File: src/sv/kts_pkg.sv
// Shared constants and control structs for the key/tag quicksort block.
// No dependencies; every other file refers to it by scoped names.
`default_nettype none

package kts_pkg;

  localparam int unsigned MAX_ITEMS_DEF = 64;
  localparam int unsigned TAG_BITS_DEF  = 16;
  localparam int unsigned KEY_W         = 32;
  localparam int unsigned TAG_IO_W      = 16;
  localparam int unsigned DATA_W        = ((KEY_W + TAG_IO_W + 7) / 8) * 8;
  localparam int unsigned STACK_SLOTS   = 64;

  // Range stack request from the sequencer.
  typedef struct packed {
    logic push;
    logic pop;
  } stk_ctl_t;

  typedef struct packed {
    logic empty;
  } stk_sts_t;

  // Result register load request from the sequencer.
  typedef struct packed {
    logic load;
    logic last;
    logic ovf;
  } out_ctl_t;

endpackage

`default_nettype wire

File: src/sv/kts_pair_store.sv
// Key/tag pair memory: one write port, one read port, registered read data.
// Uses kts_pkg for the key width.
`default_nettype none

module kts_pair_store #(
  parameter int unsigned DEPTH    = kts_pkg::MAX_ITEMS_DEF,
  parameter int unsigned TAG_BITS = kts_pkg::TAG_BITS_DEF,
  localparam int unsigned IDX_W   = $clog2(DEPTH)
) (
  input  wire                         clk_i,
  input  wire                         we_i,
  input  wire [IDX_W-1:0]             waddr_i,
  input  wire [kts_pkg::KEY_W-1:0]    wkey_i,
  input  wire [TAG_BITS-1:0]          wtag_i,
  input  wire                         re_i,
  input  wire [IDX_W-1:0]             raddr_i,
  output logic [kts_pkg::KEY_W-1:0]   rkey_o,
  output logic [TAG_BITS-1:0]         rtag_o
);

  logic [kts_pkg::KEY_W+TAG_BITS-1:0] pair_mem [DEPTH];
  logic [kts_pkg::KEY_W+TAG_BITS-1:0] rd_q;

  always_ff @(posedge clk_i) begin
    if (we_i) begin
      pair_mem[waddr_i] <= {wtag_i, wkey_i};
    end
    if (re_i) begin
      rd_q <= pair_mem[raddr_i];
    end
  end

  assign rkey_o = rd_q[kts_pkg::KEY_W-1:0];
  assign rtag_o = rd_q[kts_pkg::KEY_W+TAG_BITS-1:kts_pkg::KEY_W];

endmodule

`default_nettype wire

File: src/sv/kts_range_stack.sv
// Stack of pending index ranges held in a synchronous memory with a depth pointer.
// Uses kts_pkg for the slot count and the request/status structs.
`default_nettype none

module kts_range_stack #(
  parameter int unsigned ENTRY_W = 12
) (
  input  wire                    clk_i,
  input  wire                    rst_ni,
  input  kts_pkg::stk_ctl_t      ctl_i,
  input  wire [ENTRY_W-1:0]      push_entry_i,
  output logic [ENTRY_W-1:0]     pop_entry_o,
  output kts_pkg::stk_sts_t      sts_o
);

  localparam int unsigned SLOTS  = kts_pkg::STACK_SLOTS;
  localparam int unsigned SLOT_W = $clog2(SLOTS);
  localparam int unsigned SP_W   = $clog2(SLOTS + 1);

  logic [ENTRY_W-1:0] stack_mem [SLOTS];
  logic [ENTRY_W-1:0] rd_q;
  logic [SP_W-1:0]    sp_q, sp_d, sp_m1;
  logic               can_push;

  assign sp_m1    = sp_q - SP_W'(1);
  assign can_push = ctl_i.push && (sp_q < SP_W'(SLOTS));

  always_comb begin
    sp_d = sp_q;
    if (can_push) begin
      sp_d = sp_q + SP_W'(1);
    end else if (ctl_i.pop && (sp_q != '0)) begin
      sp_d = sp_m1;
    end
  end

  always_ff @(posedge clk_i or negedge rst_ni) begin
    if (!rst_ni) begin
      sp_q <= '0;
    end else begin
      sp_q <= sp_d;
    end
  end

  always_ff @(posedge clk_i) begin
    // drop a push when every slot is taken
    if (can_push) begin
      stack_mem[sp_q[SLOT_W-1:0]] <= push_entry_i;
    end
    if (ctl_i.pop) begin
      rd_q <= stack_mem[sp_m1[SLOT_W-1:0]];
    end
  end

  assign pop_entry_o = rd_q;
  assign sts_o.empty = (sp_q == '0);

endmodule

`default_nettype wire

File: src/sv/kts_ctrl.sv
// Sequencer: loads a batch, runs Hoare partitioning over the pair store, emits results.
// Drives kts_pair_store and kts_range_stack; uses kts_pkg structs.
`default_nettype none

module kts_ctrl #(
  parameter int unsigned MAX_ITEMS = kts_pkg::MAX_ITEMS_DEF,
  parameter int unsigned TAG_BITS  = kts_pkg::TAG_BITS_DEF,
  localparam int unsigned IDX_W    = $clog2(MAX_ITEMS),
  localparam int unsigned CNT_W    = $clog2(MAX_ITEMS + 1)
) (
  input  wire                          clk_i,
  input  wire                          rst_ni,
  input  wire                          in_valid_i,
  output logic                         in_ready_o,
  input  wire [kts_pkg::KEY_W-1:0]     in_key_i,
  input  wire [TAG_BITS-1:0]           in_tag_i,
  input  wire                          in_last_i,
  input  wire                          out_free_i,
  output kts_pkg::out_ctl_t            out_ctl_o,
  output logic                         st_we_o,
  output logic [IDX_W-1:0]             st_waddr_o,
  output logic [kts_pkg::KEY_W-1:0]    st_wkey_o,
  output logic [TAG_BITS-1:0]          st_wtag_o,
  output logic                         st_re_o,
  output logic [IDX_W-1:0]             st_raddr_o,
  input  wire [kts_pkg::KEY_W-1:0]     st_rkey_i,
  input  wire [TAG_BITS-1:0]           st_rtag_i,
  output kts_pkg::stk_ctl_t            stk_ctl_o,
  output logic [2*IDX_W-1:0]           stk_entry_o,
  input  wire [2*IDX_W-1:0]            stk_entry_i,
  input  kts_pkg::stk_sts_t            stk_sts_i
);

  localparam int unsigned SW = IDX_W + 2;

  localparam logic [3:0] S_LOAD  = 4'd0;
  localparam logic [3:0] S_INIT  = 4'd1;
  localparam logic [3:0] S_POP   = 4'd2;
  localparam logic [3:0] S_RANGE = 4'd3;
  localparam logic [3:0] S_PIVOT = 4'd4;
  localparam logic [3:0] S_IRD   = 4'd5;
  localparam logic [3:0] S_ICK   = 4'd6;
  localparam logic [3:0] S_JRD   = 4'd7;
  localparam logic [3:0] S_JCK   = 4'd8;
  localparam logic [3:0] S_DEC   = 4'd9;
  localparam logic [3:0] S_SWA   = 4'd10;
  localparam logic [3:0] S_SWB   = 4'd11;
  localparam logic [3:0] S_PSH1  = 4'd12;
  localparam logic [3:0] S_PSH2  = 4'd13;
  localparam logic [3:0] S_ORD   = 4'd14;
  localparam logic [3:0] S_OLD   = 4'd15;

  logic [3:0]                 state_q, state_d;
  logic [CNT_W-1:0]           cnt_q, cnt_d;
  logic                       ovf_q, ovf_d;
  logic [IDX_W-1:0]           lo_q, lo_d, hi_q, hi_d, r_q, r_d;
  logic signed [SW-1:0]       i_q, i_d, j_q, j_d;
  logic signed [kts_pkg::KEY_W-1:0] pivot_q, pivot_d;
  logic [kts_pkg::KEY_W-1:0]  ri_key_q, ri_key_d, rj_key_q, rj_key_d;
  logic [TAG_BITS-1:0]        ri_tag_q, ri_tag_d, rj_tag_q, rj_tag_d;

  logic [IDX_W-1:0]           pop_lo, pop_hi;
  logic [IDX_W:0]             mid_sum;
  logic signed [SW-1:0]       lo_s, hi_s, i_inc, j_dec;
  logic signed [kts_pkg::KEY_W-1:0] rkey_s;
  logic                       accept, store_it;
  logic [CNT_W-1:0]           n_next, n_m1;

  assign pop_lo  = stk_entry_i[IDX_W-1:0];
  assign pop_hi  = stk_entry_i[2*IDX_W-1:IDX_W];
  assign mid_sum = {1'b0, pop_lo} + {1'b0, pop_hi};
  assign lo_s    = $signed({2'b00, lo_q});
  assign hi_s    = $signed({2'b00, hi_q});
  assign i_inc   = i_q + SW'(1);
  assign j_dec   = j_q - SW'(1);
  assign rkey_s  = $signed(st_rkey_i);
  assign accept  = in_valid_i && (state_q == S_LOAD);
  assign store_it = cnt_q < CNT_W'(MAX_ITEMS);
  assign n_next  = store_it ? cnt_q + CNT_W'(1) : cnt_q;
  assign n_m1    = cnt_q - CNT_W'(1);
  assign in_ready_o = (state_q == S_LOAD);

  always_comb begin
    state_d  = state_q;
    cnt_d    = cnt_q;
    ovf_d    = ovf_q;
    lo_d     = lo_q;
    hi_d     = hi_q;
    r_d      = r_q;
    i_d      = i_q;
    j_d      = j_q;
    pivot_d  = pivot_q;
    ri_key_d = ri_key_q;
    ri_tag_d = ri_tag_q;
    rj_key_d = rj_key_q;
    rj_tag_d = rj_tag_q;

    st_we_o     = 1'b0;
    st_waddr_o  = cnt_q[IDX_W-1:0];
    st_wkey_o   = in_key_i;
    st_wtag_o   = in_tag_i;
    st_re_o     = 1'b0;
    st_raddr_o  = i_q[IDX_W-1:0];
    stk_ctl_o   = '0;
    stk_entry_o = {hi_q, i_q[IDX_W-1:0]};
    out_ctl_o   = '0;

    unique case (state_q)
      S_LOAD: begin
        if (accept) begin
          if (store_it) begin
            st_we_o = 1'b1;
            cnt_d   = cnt_q + CNT_W'(1);
          end else begin
            ovf_d = 1'b1;
          end
          if (in_last_i) begin
            r_d     = '0;
            state_d = (n_next >= CNT_W'(2)) ? S_INIT : S_ORD;
          end
        end
      end
      S_INIT: begin
        stk_ctl_o.push = 1'b1;
        stk_entry_o    = {n_m1[IDX_W-1:0], IDX_W'(0)};
        state_d        = S_POP;
      end
      S_POP: begin
        if (stk_sts_i.empty) begin
          r_d     = '0;
          state_d = S_ORD;
        end else begin
          stk_ctl_o.pop = 1'b1;
          state_d       = S_RANGE;
        end
      end
      S_RANGE: begin
        if ((CNT_W'(pop_hi) >= cnt_q) || (pop_lo > pop_hi)) begin
          state_d = S_POP;
        end else begin
          st_re_o    = 1'b1;
          st_raddr_o = mid_sum[IDX_W:1];
          lo_d       = pop_lo;
          hi_d       = pop_hi;
          i_d        = $signed({2'b00, pop_lo});
          j_d        = $signed({2'b00, pop_hi});
          state_d    = S_PIVOT;
        end
      end
      S_PIVOT: begin
        pivot_d = rkey_s;
        state_d = S_IRD;
      end
      S_IRD: begin
        if (i_q <= hi_s) begin
          st_re_o    = 1'b1;
          st_raddr_o = i_q[IDX_W-1:0];
          state_d    = S_ICK;
        end else begin
          state_d = S_JRD;
        end
      end
      S_ICK: begin
        // advance i and fetch the next entry in the same cycle
        if (rkey_s < pivot_q) begin
          i_d = i_inc;
          if (i_inc <= hi_s) begin
            st_re_o    = 1'b1;
            st_raddr_o = i_inc[IDX_W-1:0];
          end else begin
            state_d = S_JRD;
          end
        end else begin
          ri_key_d = st_rkey_i;
          ri_tag_d = st_rtag_i;
          state_d  = S_JRD;
        end
      end
      S_JRD: begin
        if (j_q >= lo_s) begin
          st_re_o    = 1'b1;
          st_raddr_o = j_q[IDX_W-1:0];
          state_d    = S_JCK;
        end else begin
          state_d = S_DEC;
        end
      end
      S_JCK: begin
        if (rkey_s > pivot_q) begin
          j_d = j_dec;
          if (j_dec >= lo_s) begin
            st_re_o    = 1'b1;
            st_raddr_o = j_dec[IDX_W-1:0];
          end else begin
            state_d = S_DEC;
          end
        end else begin
          rj_key_d = st_rkey_i;
          rj_tag_d = st_rtag_i;
          state_d  = S_DEC;
        end
      end
      S_DEC: begin
        state_d = (i_q <= j_q) ? S_SWA : S_PSH1;
      end
      S_SWA: begin
        st_we_o    = 1'b1;
        st_waddr_o = i_q[IDX_W-1:0];
        st_wkey_o  = rj_key_q;
        st_wtag_o  = rj_tag_q;
        state_d    = S_SWB;
      end
      S_SWB: begin
        st_we_o    = 1'b1;
        st_waddr_o = j_q[IDX_W-1:0];
        st_wkey_o  = ri_key_q;
        st_wtag_o  = ri_tag_q;
        i_d        = i_inc;
        j_d        = j_dec;
        state_d    = (i_inc <= j_dec) ? S_IRD : S_PSH1;
      end
      S_PSH1: begin
        if (i_q < hi_s) begin
          stk_ctl_o.push = 1'b1;
          stk_entry_o    = {hi_q, i_q[IDX_W-1:0]};
        end
        state_d = S_PSH2;
      end
      S_PSH2: begin
        if (lo_s < j_q) begin
          stk_ctl_o.push = 1'b1;
          stk_entry_o    = {j_q[IDX_W-1:0], lo_q};
        end
        state_d = S_POP;
      end
      S_ORD: begin
        // hold until the result register can take a new entry
        if (out_free_i) begin
          st_re_o    = 1'b1;
          st_raddr_o = r_q;
          state_d    = S_OLD;
        end
      end
      S_OLD: begin
        out_ctl_o.load = 1'b1;
        out_ctl_o.ovf  = ovf_q;
        out_ctl_o.last = (CNT_W'(r_q) == n_m1);
        r_d            = r_q + IDX_W'(1);
        if (CNT_W'(r_q) == n_m1) begin
          cnt_d   = '0;
          ovf_d   = 1'b0;
          state_d = S_LOAD;
        end else begin
          state_d = S_ORD;
        end
      end
      default: begin
        state_d = S_LOAD;
      end
    endcase
  end

  always_ff @(posedge clk_i or negedge rst_ni) begin
    if (!rst_ni) begin
      state_q <= S_LOAD;
      cnt_q   <= '0;
      ovf_q   <= 1'b0;
    end else begin
      state_q <= state_d;
      cnt_q   <= cnt_d;
      ovf_q   <= ovf_d;
    end
  end

  always_ff @(posedge clk_i) begin
    lo_q     <= lo_d;
    hi_q     <= hi_d;
    r_q      <= r_d;
    i_q      <= i_d;
    j_q      <= j_d;
    pivot_q  <= pivot_d;
    ri_key_q <= ri_key_d;
    ri_tag_q <= ri_tag_d;
    rj_key_q <= rj_key_d;
    rj_tag_q <= rj_tag_d;
  end

endmodule

`default_nettype wire

File: src/sv/key_tag_quicksort.sv
// Channel   Dir  Width  Contents
// s_axis    in   48     tdata: key[31:0], tag[47:32]; tlast closes the batch
// m_axis    out  48     tdata: sorted_key[31:0], sorted_tag[47:32]; tlast final, tuser ovf
//
// Loading accepts one request per cycle. After the last request the pairs are sorted in
// place, one popped range at a time: a pivot read, the i and j key scans, then swaps of two
// writes each, with every read going through the single read port of the pair memory.
// Results then leave through the output register; each is read only once that register is free.
// Reset clears the sequencer, the batch count and the stack pointer; memories keep data.
// A stalled output holds its request; input is taken only while a batch is loading.
// Top level of the key/tag quicksort; depends on kts_pkg, kts_ctrl, kts_pair_store,
// and kts_range_stack.
`default_nettype none

module key_tag_quicksort #(
  parameter int unsigned MAX_ITEMS = kts_pkg::MAX_ITEMS_DEF,
  parameter int unsigned TAG_BITS  = kts_pkg::TAG_BITS_DEF
) (
  input  wire                         clk_i,
  input  wire                         rst_ni,
  input  wire                         s_axis_tvalid,
  output logic                        s_axis_tready,
  input  wire [kts_pkg::DATA_W-1:0]   s_axis_tdata,   // key[31:0], tag[47:32]
  input  wire                         s_axis_tlast,
  output logic                        m_axis_tvalid,
  input  wire                         m_axis_tready,
  output logic [kts_pkg::DATA_W-1:0]  m_axis_tdata,   // sorted_key[31:0], sorted_tag[47:32]
  output logic                        m_axis_tlast,
  output logic                        m_axis_tuser    // overflow
);

  localparam int unsigned IDX_W = $clog2(MAX_ITEMS);
  localparam int unsigned KW    = kts_pkg::KEY_W;
  localparam int unsigned TW    = kts_pkg::TAG_IO_W;

  logic [TAG_BITS+TW-1:0]     in_tag_ext, out_tag_ext;
  logic [TAG_BITS-1:0]        in_tag;
  kts_pkg::out_ctl_t          out_ctl;
  logic                       st_we, st_re;
  logic [IDX_W-1:0]           st_waddr, st_raddr;
  logic [KW-1:0]              st_wkey, st_rkey;
  logic [TAG_BITS-1:0]        st_wtag, st_rtag;
  kts_pkg::stk_ctl_t          stk_ctl;
  kts_pkg::stk_sts_t          stk_sts;
  logic [2*IDX_W-1:0]         stk_push, stk_pop;

  logic                       m_valid_q;
  logic [KW-1:0]              m_key_q;
  logic [TW-1:0]              m_tag_q;
  logic                       m_last_q, m_user_q;

  // keep the low TAG_BITS of the tag
  assign in_tag_ext  = {TAG_BITS'(0), s_axis_tdata[KW+TW-1:KW]};
  assign in_tag      = in_tag_ext[TAG_BITS-1:0];
  assign out_tag_ext = {TW'(0), st_rtag};

  kts_ctrl #(
    .MAX_ITEMS (MAX_ITEMS),
    .TAG_BITS  (TAG_BITS)
  ) u_ctrl (
    .clk_i       (clk_i),
    .rst_ni      (rst_ni),
    .in_valid_i  (s_axis_tvalid),
    .in_ready_o  (s_axis_tready),
    .in_key_i    (s_axis_tdata[KW-1:0]),
    .in_tag_i    (in_tag),
    .in_last_i   (s_axis_tlast),
    .out_free_i  (!m_valid_q || m_axis_tready),
    .out_ctl_o   (out_ctl),
    .st_we_o     (st_we),
    .st_waddr_o  (st_waddr),
    .st_wkey_o   (st_wkey),
    .st_wtag_o   (st_wtag),
    .st_re_o     (st_re),
    .st_raddr_o  (st_raddr),
    .st_rkey_i   (st_rkey),
    .st_rtag_i   (st_rtag),
    .stk_ctl_o   (stk_ctl),
    .stk_entry_o (stk_push),
    .stk_entry_i (stk_pop),
    .stk_sts_i   (stk_sts)
  );

  kts_pair_store #(
    .DEPTH    (MAX_ITEMS),
    .TAG_BITS (TAG_BITS)
  ) u_store (
    .clk_i   (clk_i),
    .we_i    (st_we),
    .waddr_i (st_waddr),
    .wkey_i  (st_wkey),
    .wtag_i  (st_wtag),
    .re_i    (st_re),
    .raddr_i (st_raddr),
    .rkey_o  (st_rkey),
    .rtag_o  (st_rtag)
  );

  kts_range_stack #(
    .ENTRY_W (2 * IDX_W)
  ) u_stack (
    .clk_i        (clk_i),
    .rst_ni       (rst_ni),
    .ctl_i        (stk_ctl),
    .push_entry_i (stk_push),
    .pop_entry_o  (stk_pop),
    .sts_o        (stk_sts)
  );

  always_ff @(posedge clk_i or negedge rst_ni) begin
    if (!rst_ni) begin
      m_valid_q <= 1'b0;
    end else if (out_ctl.load) begin
      m_valid_q <= 1'b1;
    end else if (m_axis_tready) begin
      m_valid_q <= 1'b0;
    end
  end

  always_ff @(posedge clk_i) begin
    if (out_ctl.load) begin
      m_key_q  <= st_rkey;
      m_tag_q  <= out_tag_ext[TW-1:0];
      m_last_q <= out_ctl.last;
      m_user_q <= out_ctl.ovf;
    end
  end

  assign m_axis_tvalid = m_valid_q;
  assign m_axis_tdata  = {{(kts_pkg::DATA_W - KW - TW){1'b0}}, m_tag_q, m_key_q};
  assign m_axis_tlast  = m_last_q;
  assign m_axis_tuser  = m_user_q;

endmodule

`default_nettype wire

File: config.mk
export PLATFORM = sky130hd
export DESIGN_NAME = key_tag_quicksort
export DESIGN_NICKNAME = d
export VERILOG_FILES = /design/src/sv/kts_pkg.sv /design/src/sv/kts_pair_store.sv /design/src/sv/kts_range_stack.sv /design/src/sv/kts_ctrl.sv /design/src/sv/key_tag_quicksort.sv
export SDC_FILE = /design/constraint.sdc
export NUM_CORES = 2
export LEC_CHECK = 0
export ABC_AREA = 0
export BUFFER_PORTS_ARGS = -buffer_cell sky130_fd_sc_hd__buf_2
export CAP_MARGIN = 0
export CELL_PAD_IN_SITES_DETAIL_PLACEMENT = 2
export CELL_PAD_IN_SITES_GLOBAL_PLACEMENT = 2
export CORE_MARGIN = 2
export CORE_UTILIZATION = 53
export DETAILED_ROUTE_END_ITERATION = 8
export GPL_ROUTABILITY_DRIVEN = 0
export GPL_TIMING_DRIVEN = 0
export PLACE_DENSITY_LB_ADDON = 0.08
export REMOVE_ABC_BUFFERS = 1
export SLEW_MARGIN = 15
export SYNTH_ARGS = -nofsm -noshare
export SYNTH_HDL_FRONTEND = slang
export SYNTH_SLANG_ARGS = --single-unit
File: constraint.sdc
create_clock -name clk_i -period 8.55 [get_ports clk_i]
set_input_delay 0.4275 -clock clk_i [delete_from_list [all_inputs] [get_ports clk_i]]
set_output_delay 0.4275 -clock clk_i [all_outputs]
set_load 0.01 [all_outputs]
==> results of run 1 <==
-- cells in the mapped netlist (all sizes together) (15+ instances only) --
master,count
nor2b,16
a32o,48
and3,56
xnor2,20
a2111oi,99
nand3,172
edfxtp,4112
a221oi,53
ha,97
o21a,15
and2,106
o21ai,45
a31oi,58
nor3,21
nand4,67
o2111ai,52
a222oi,48
nor4,57
clkbuf,242
inv,138
o211ai,58
a22oi,53
buf,255
nor2,221
mux2i,305
a32oi,244
nand2,848
a22o,61
dfrtp,20
mux4,632
a21oi,72
-- metrics by stage --
step | hold slack [ns] | instance area, um2 | worst slack, ns | std cells
floorplan | 0.132 | 159000 | -34.89 | 7931
global placement | 0.464 | 164000 | -57.75 | 12000
-- cells by family after synthesis --
kind of cell,after synthesis
flops,4132
simple gates,1611
compound gates,978
mux,941
buf+inv,635
fa+ha+maj,98
xor+xnor,33
==> flow_summary.ini, run 1 <==
[die]
initial_utilization_pct = 53.2
floorplan.die.height_um = 555
ios = 105
rows = 202
die_width_um = 555

[synthesis]
synthAdderAreaFrac_pct = 0.766
yosys-top-cells-area = sky130_fd_sc_hd__edfxtp_1 77%, sky130_fd_sc_hd__mux4_2 8.8%, sky130_fd_sc_hd__nand2_1 2.0%, sky130_fd_sc_hd__mux2i_1 1.9%, sky130_fd_sc_hd__a32oi_1 1.3%
syn_inst = 8428
synth_ff_type = sky130_fd_sc_hd__edfxtp_1
synth_enable_flop_cells = 4112
yosys_register_bits = 4132
synth_compound_area_share_pct = 5.12
main_combinational_cell_family_by_area_after_synthesis = multiplexers
synth_seq_area_share_pct = 77.0
synth_area_per_cell_um2 = 19.1
yosys-mux-area-fraction_pct = 10.8
synth_warnings = 0
ys_async_sr_fraction_pct = 0.484
synthDominantAreaCellType = sky130_fd_sc_hd__edfxtp_1
distinct_cells_synth = 92
mappedNetlistArea_um2 = 161000
simple_gate_area_share_of_the_yosys_netlist_pct = 4.50
synthXorXnorAreaFrac_pct = 0.179
yosysTopAreaCellShare_pct = 76.7

[placement]
buffer_ports.inserted = 104
hpwlAfterDp_mm = 454

[outcome]
status = stopped before the end
toolErrorMsg = [ERROR DPL-0033] detailed placement checks failed during check placement.
stop_stage = detailed placement (3_5_place_dp)
==> run 2, diff against run 1 <==
--- a/config.mk
+++ b/config.mk
@@ -8,14 +8,12 @@
 export ABC_AREA = 0
 export BUFFER_PORTS_ARGS = -buffer_cell sky130_fd_sc_hd__buf_2
 export CAP_MARGIN = 0
-export CELL_PAD_IN_SITES_DETAIL_PLACEMENT = 2
-export CELL_PAD_IN_SITES_GLOBAL_PLACEMENT = 2
 export CORE_MARGIN = 2
-export CORE_UTILIZATION = 53
+export CORE_UTILIZATION = 40
 export DETAILED_ROUTE_END_ITERATION = 8
 export GPL_ROUTABILITY_DRIVEN = 0
 export GPL_TIMING_DRIVEN = 0
-export PLACE_DENSITY_LB_ADDON = 0.08
+export PLACE_DENSITY_LB_ADDON = 0.15
 export REMOVE_ABC_BUFFERS = 1
 export SLEW_MARGIN = 15
 export SYNTH_ARGS = -nofsm -noshare
==> run 2 against run 1 <==
  * The run now ends clean
  * Area after synthesis stayed put
  * Synthesized cell count stayed put
==> flow_summary.ini, run 2 <==
[outcome]
status = complete, no violations

[die]
ios = 105
die_area_um2 = 408000
floorplan.die.height_um = 639
area_of_the_core_um2 = 402000
die_width_um = 639
rows = 233
initial_utilization_pct = 40.1

[placement]
placed_cell_areas_um2 = 178000
buffer_ports.inserted = 104
hpwlAfterDp_mm = 321

[critical_path]
critPathMaxStageDelay_ns = 0.82
crit-reg2reg-capture = u_store.rd_q[8]
critPathCaptureType = flip-flop
cp-start-kind = flip-flop
worst-path-buf-inv = 11
worst_setup_path_startpoint = u_store.rd_q[31]
worst-setup-path-type = reg2reg
critPathMaxFanout = 17
timing.reg2reg.worst_path_depth = 23
critical-path-top-cell-by-count = sky130_fd_sc_hd__buf_16
setup.reg_to_reg.worst_slack_ns = 0.41
critical_path.reg2reg.startpoint = u_store.rd_q[31]
worst-endpoint-arrival_ns = 8.84
critical-path-slowest-cell = sky130_fd_sc_hd__and3_1
worst_path_dominant_cell_family = simple AND/OR/NAND/NOR gates
worst-endpoint-required_ns = 9.25
path_cells = ha_1, nand4_1, nor4_2, and3_1, a311oi_2, o31ai_1, o2111ai_2, o211ai_4, buf_16, buf_16, buf_16, buf_16, buf_16, buf_16, buf_16, buf_16, buf_16, buf_16, buf_16, mux4_2, a22o_1, a221oi_2, nand4_1

[synthesis]
synth_seq_area_share_pct = 77.0
ys_async_sr_fraction_pct = 0.484
synth_enable_flop_cells = 4112
yosysTopAreaCellShare_pct = 76.7
synthDominantAreaCellType = sky130_fd_sc_hd__edfxtp_1
distinct_cells_synth = 92
synth_common_cells = 4,112 x sky130_fd_sc_hd__edfxtp_1, 846 x sky130_fd_sc_hd__nand2_1, 632 x sky130_fd_sc_hd__mux4_2, 304 x sky130_fd_sc_hd__mux2i_1, 244 x sky130_fd_sc_hd__a32oi_1
yosys-top-cells-area = sky130_fd_sc_hd__edfxtp_1 77%, sky130_fd_sc_hd__mux4_2 8.8%, sky130_fd_sc_hd__nand2_1 2.0%, sky130_fd_sc_hd__mux2i_1 1.9%, sky130_fd_sc_hd__a32oi_1 1.3%
synth_warnings = 0
post-synth-top-count-cell = sky130_fd_sc_hd__edfxtp_1
yosys_register_bits = 4132
mappedNetlistArea_um2 = 161000
syn_inst = 8428
synth_ff_type = sky130_fd_sc_hd__edfxtp_1
synth_area_per_cell_um2 = 19.1

[cts]
clk_root_buffer_cell = sky130_fd_sc_hd__clkbuf_16
ctsHtreeMaxLevel = 5
cts_tree = built
clk-insertion-delay-late_ns = 1.00
maximum_clock_insertion_buffer_count = 4
numCtsBuffers = 432
clock_sink_count = 4132
clkTransAtPathRegs_ns = 0.06
cts-resized-gates = 0

[routing]
avgViaCountPerCell = 5.84
drtIter0Drc = 9947
num_vias = 86000
wire_per_inst_um = 32.2
route.detailed.drc = 0
firstDrtPassIters = 6
routed_wl_mm = 474
drtAntennaViolNets = 0

[sta]
final_hold_viols = 0
post-route-min-period_ns = 8.14
max_slew_margin_pct = 12.4
grt_setup_unrepaired = false
drv_slew = 0
report.final.setup_viol = 0
final_layout_setup_total_negative_slack_ns = 0
tightest_slew_ns = 1.31
fin_worst_skew_ns = 0.0734
period_share_pct = 95.3
fmaxAchievable_mhz = 123

[layout]
multi_input_comb_area_um2 = 35300
register_with_the_most_flip_flops = u_store.pair_mem
area_growth_syn_to_layout_pct = 19.4
post_route_standard_cell_area_excluding_fillers_um2 = 192000
final_layout_size_suffix_gt1_share_pct = 23.3
largest_register_ffs = 3072
post-route-util_pct = 47.9
fillers = 33000
nets = 9227
ff_latch_area_um2 = 124000
commonest_cells_after_routing_fill_and_taps_aside = 4,112 x sky130_fd_sc_hd__edfxtp_1, 845 x sky130_fd_sc_hd__nand2_1, 632 x sky130_fd_sc_hd__mux4_2
layout_commonest_cell = sky130_fd_sc_hd__edfxtp_1

[grt]
groute.layer.met3.usage_pct = 3.12
vias_in_the_first_global_route = 86700
global_route.usage.met1_pct = 30.1
globalRouteMet2Util_pct = 39.1
grt_start_max_net_pins = 75
wire_length_of_the_first_global_routing_pass_mm = 663
grt_use_total_pct = 22.8
overflow = 0
grt_busiest_layer = met2
grt_antenna_before_repair = 11

[pwr]
ir_worst_vdd_uv = 438
power_per_cell_area_nw_per_um2 = 438
leakagePower_uw = 0.0618

[worst_hold_path]
holdCritStartpoint = s_axis_tdata[10]
hp-class = in2reg
hold-path-cell-count = 4
worst_hold_path.endpoint = u_store.pair_mem[18][10]

[job]
cap_viol_max_count = 0
==> run 2: cell counts after synthesis <==
Identical to the previous run, type by type.
==> run 2: cell type report <==
| cell class | instances | area share (%) |
|---|---|---|
| Antenna cell | 1 | 0.00130 |
| Clock buffer | 534 | 5.90 |
| Clock inverter | 259 | 1.18 |
| Inverter | 138 | 0.271 |
| Multi-Input combinational cell | 3661 | 18.4 |
| Sequential cell | 4132 | 64.5 |
| Tap cell | 5287 | 3.44 |
| Timing Repair Buffer | 711 | 6.40 |
==> run 2: tightest hold or removal path, cell delays in order <==
cell and delay (ns):
sky130_fd_sc_hd__buf_2 0.07, sky130_fd_sc_hd__a222oi_1 0.07, sky130_fd_sc_hd__inv_2 0.08, sky130_fd_sc_hd__buf_12 0.23
==> run 2: power breakdown <==
group	switching [uW]	total (uW)	internal [uW]
Clock	7820	18100	10300
Combinational	22900	39500	16500
Sequential	829	26700	25900
==> run 2: cell families after synthesis <==
family          after synthesis  synth area share [%]
mux                         941                  10.8
xor+xnor                     33                 0.179
buf+inv                     635                  1.71
flops                      4132                  77.0
simple gates               1611                  4.50
compound gates              978                  5.12
fa+ha+maj                    98                 0.766
==> run 2: what timing repair did <==
| action | 4_1_cts | 5_1_grt |
|---|---|---|
| endpoints found under the hold margin | 118 | 0 |
| hold buffers | 22 | 0 |
| setup buffers | 0 | 2 |
| endpoints found under the setup margin | 0 | 3 |
==> run 2: metal layers <==
| layer | vias up | wire length (um) | share of wire [%] |
|---|---|---|---|
| met5 | - | 13 | 0.0027 |
| met1 | 45900 | 189000 | 40 |
| li1 | 36000 | - | - |
| met4 | 2 | 17400 | 3.7 |
| met2 | 3367 | 237000 | 50 |
| met3 | 763 | 30600 | 6.5 |
==> run 2: worst max-delay path by stage <==
stage / end / cells after the start
after global routing: u_store.rd_q[6] / 27
after global placement: u_store.rd_q[14] / 12
after floorplan: u_store.rd_q[46] / 17
after CTS: u_store.rd_q[8] / 22
final: u_store.rd_q[8] / 23
after detailed placement: u_store.rd_q[8] / 22
==> run 2: metrics by stage <==
stage / setup WS [ns] / instances / hold slack (ns) / power [uW]
floorplan: -34.89 / 7931 / 0.132 / 45500
global placement: -58.29 / 13300 / 0.452 / 49600
detailed placement: 0.0368 / 13900 / 0.464 / 66800
CTS: 0.0150 / 14700 / 0.0131 / 85000
global route: 0.0914 / 14700 / 0.0781 / 87900
finish: 0.406 / 14700 / 0.0794 / 84300
Note: power is estimated with default switching activity, not from simulation.
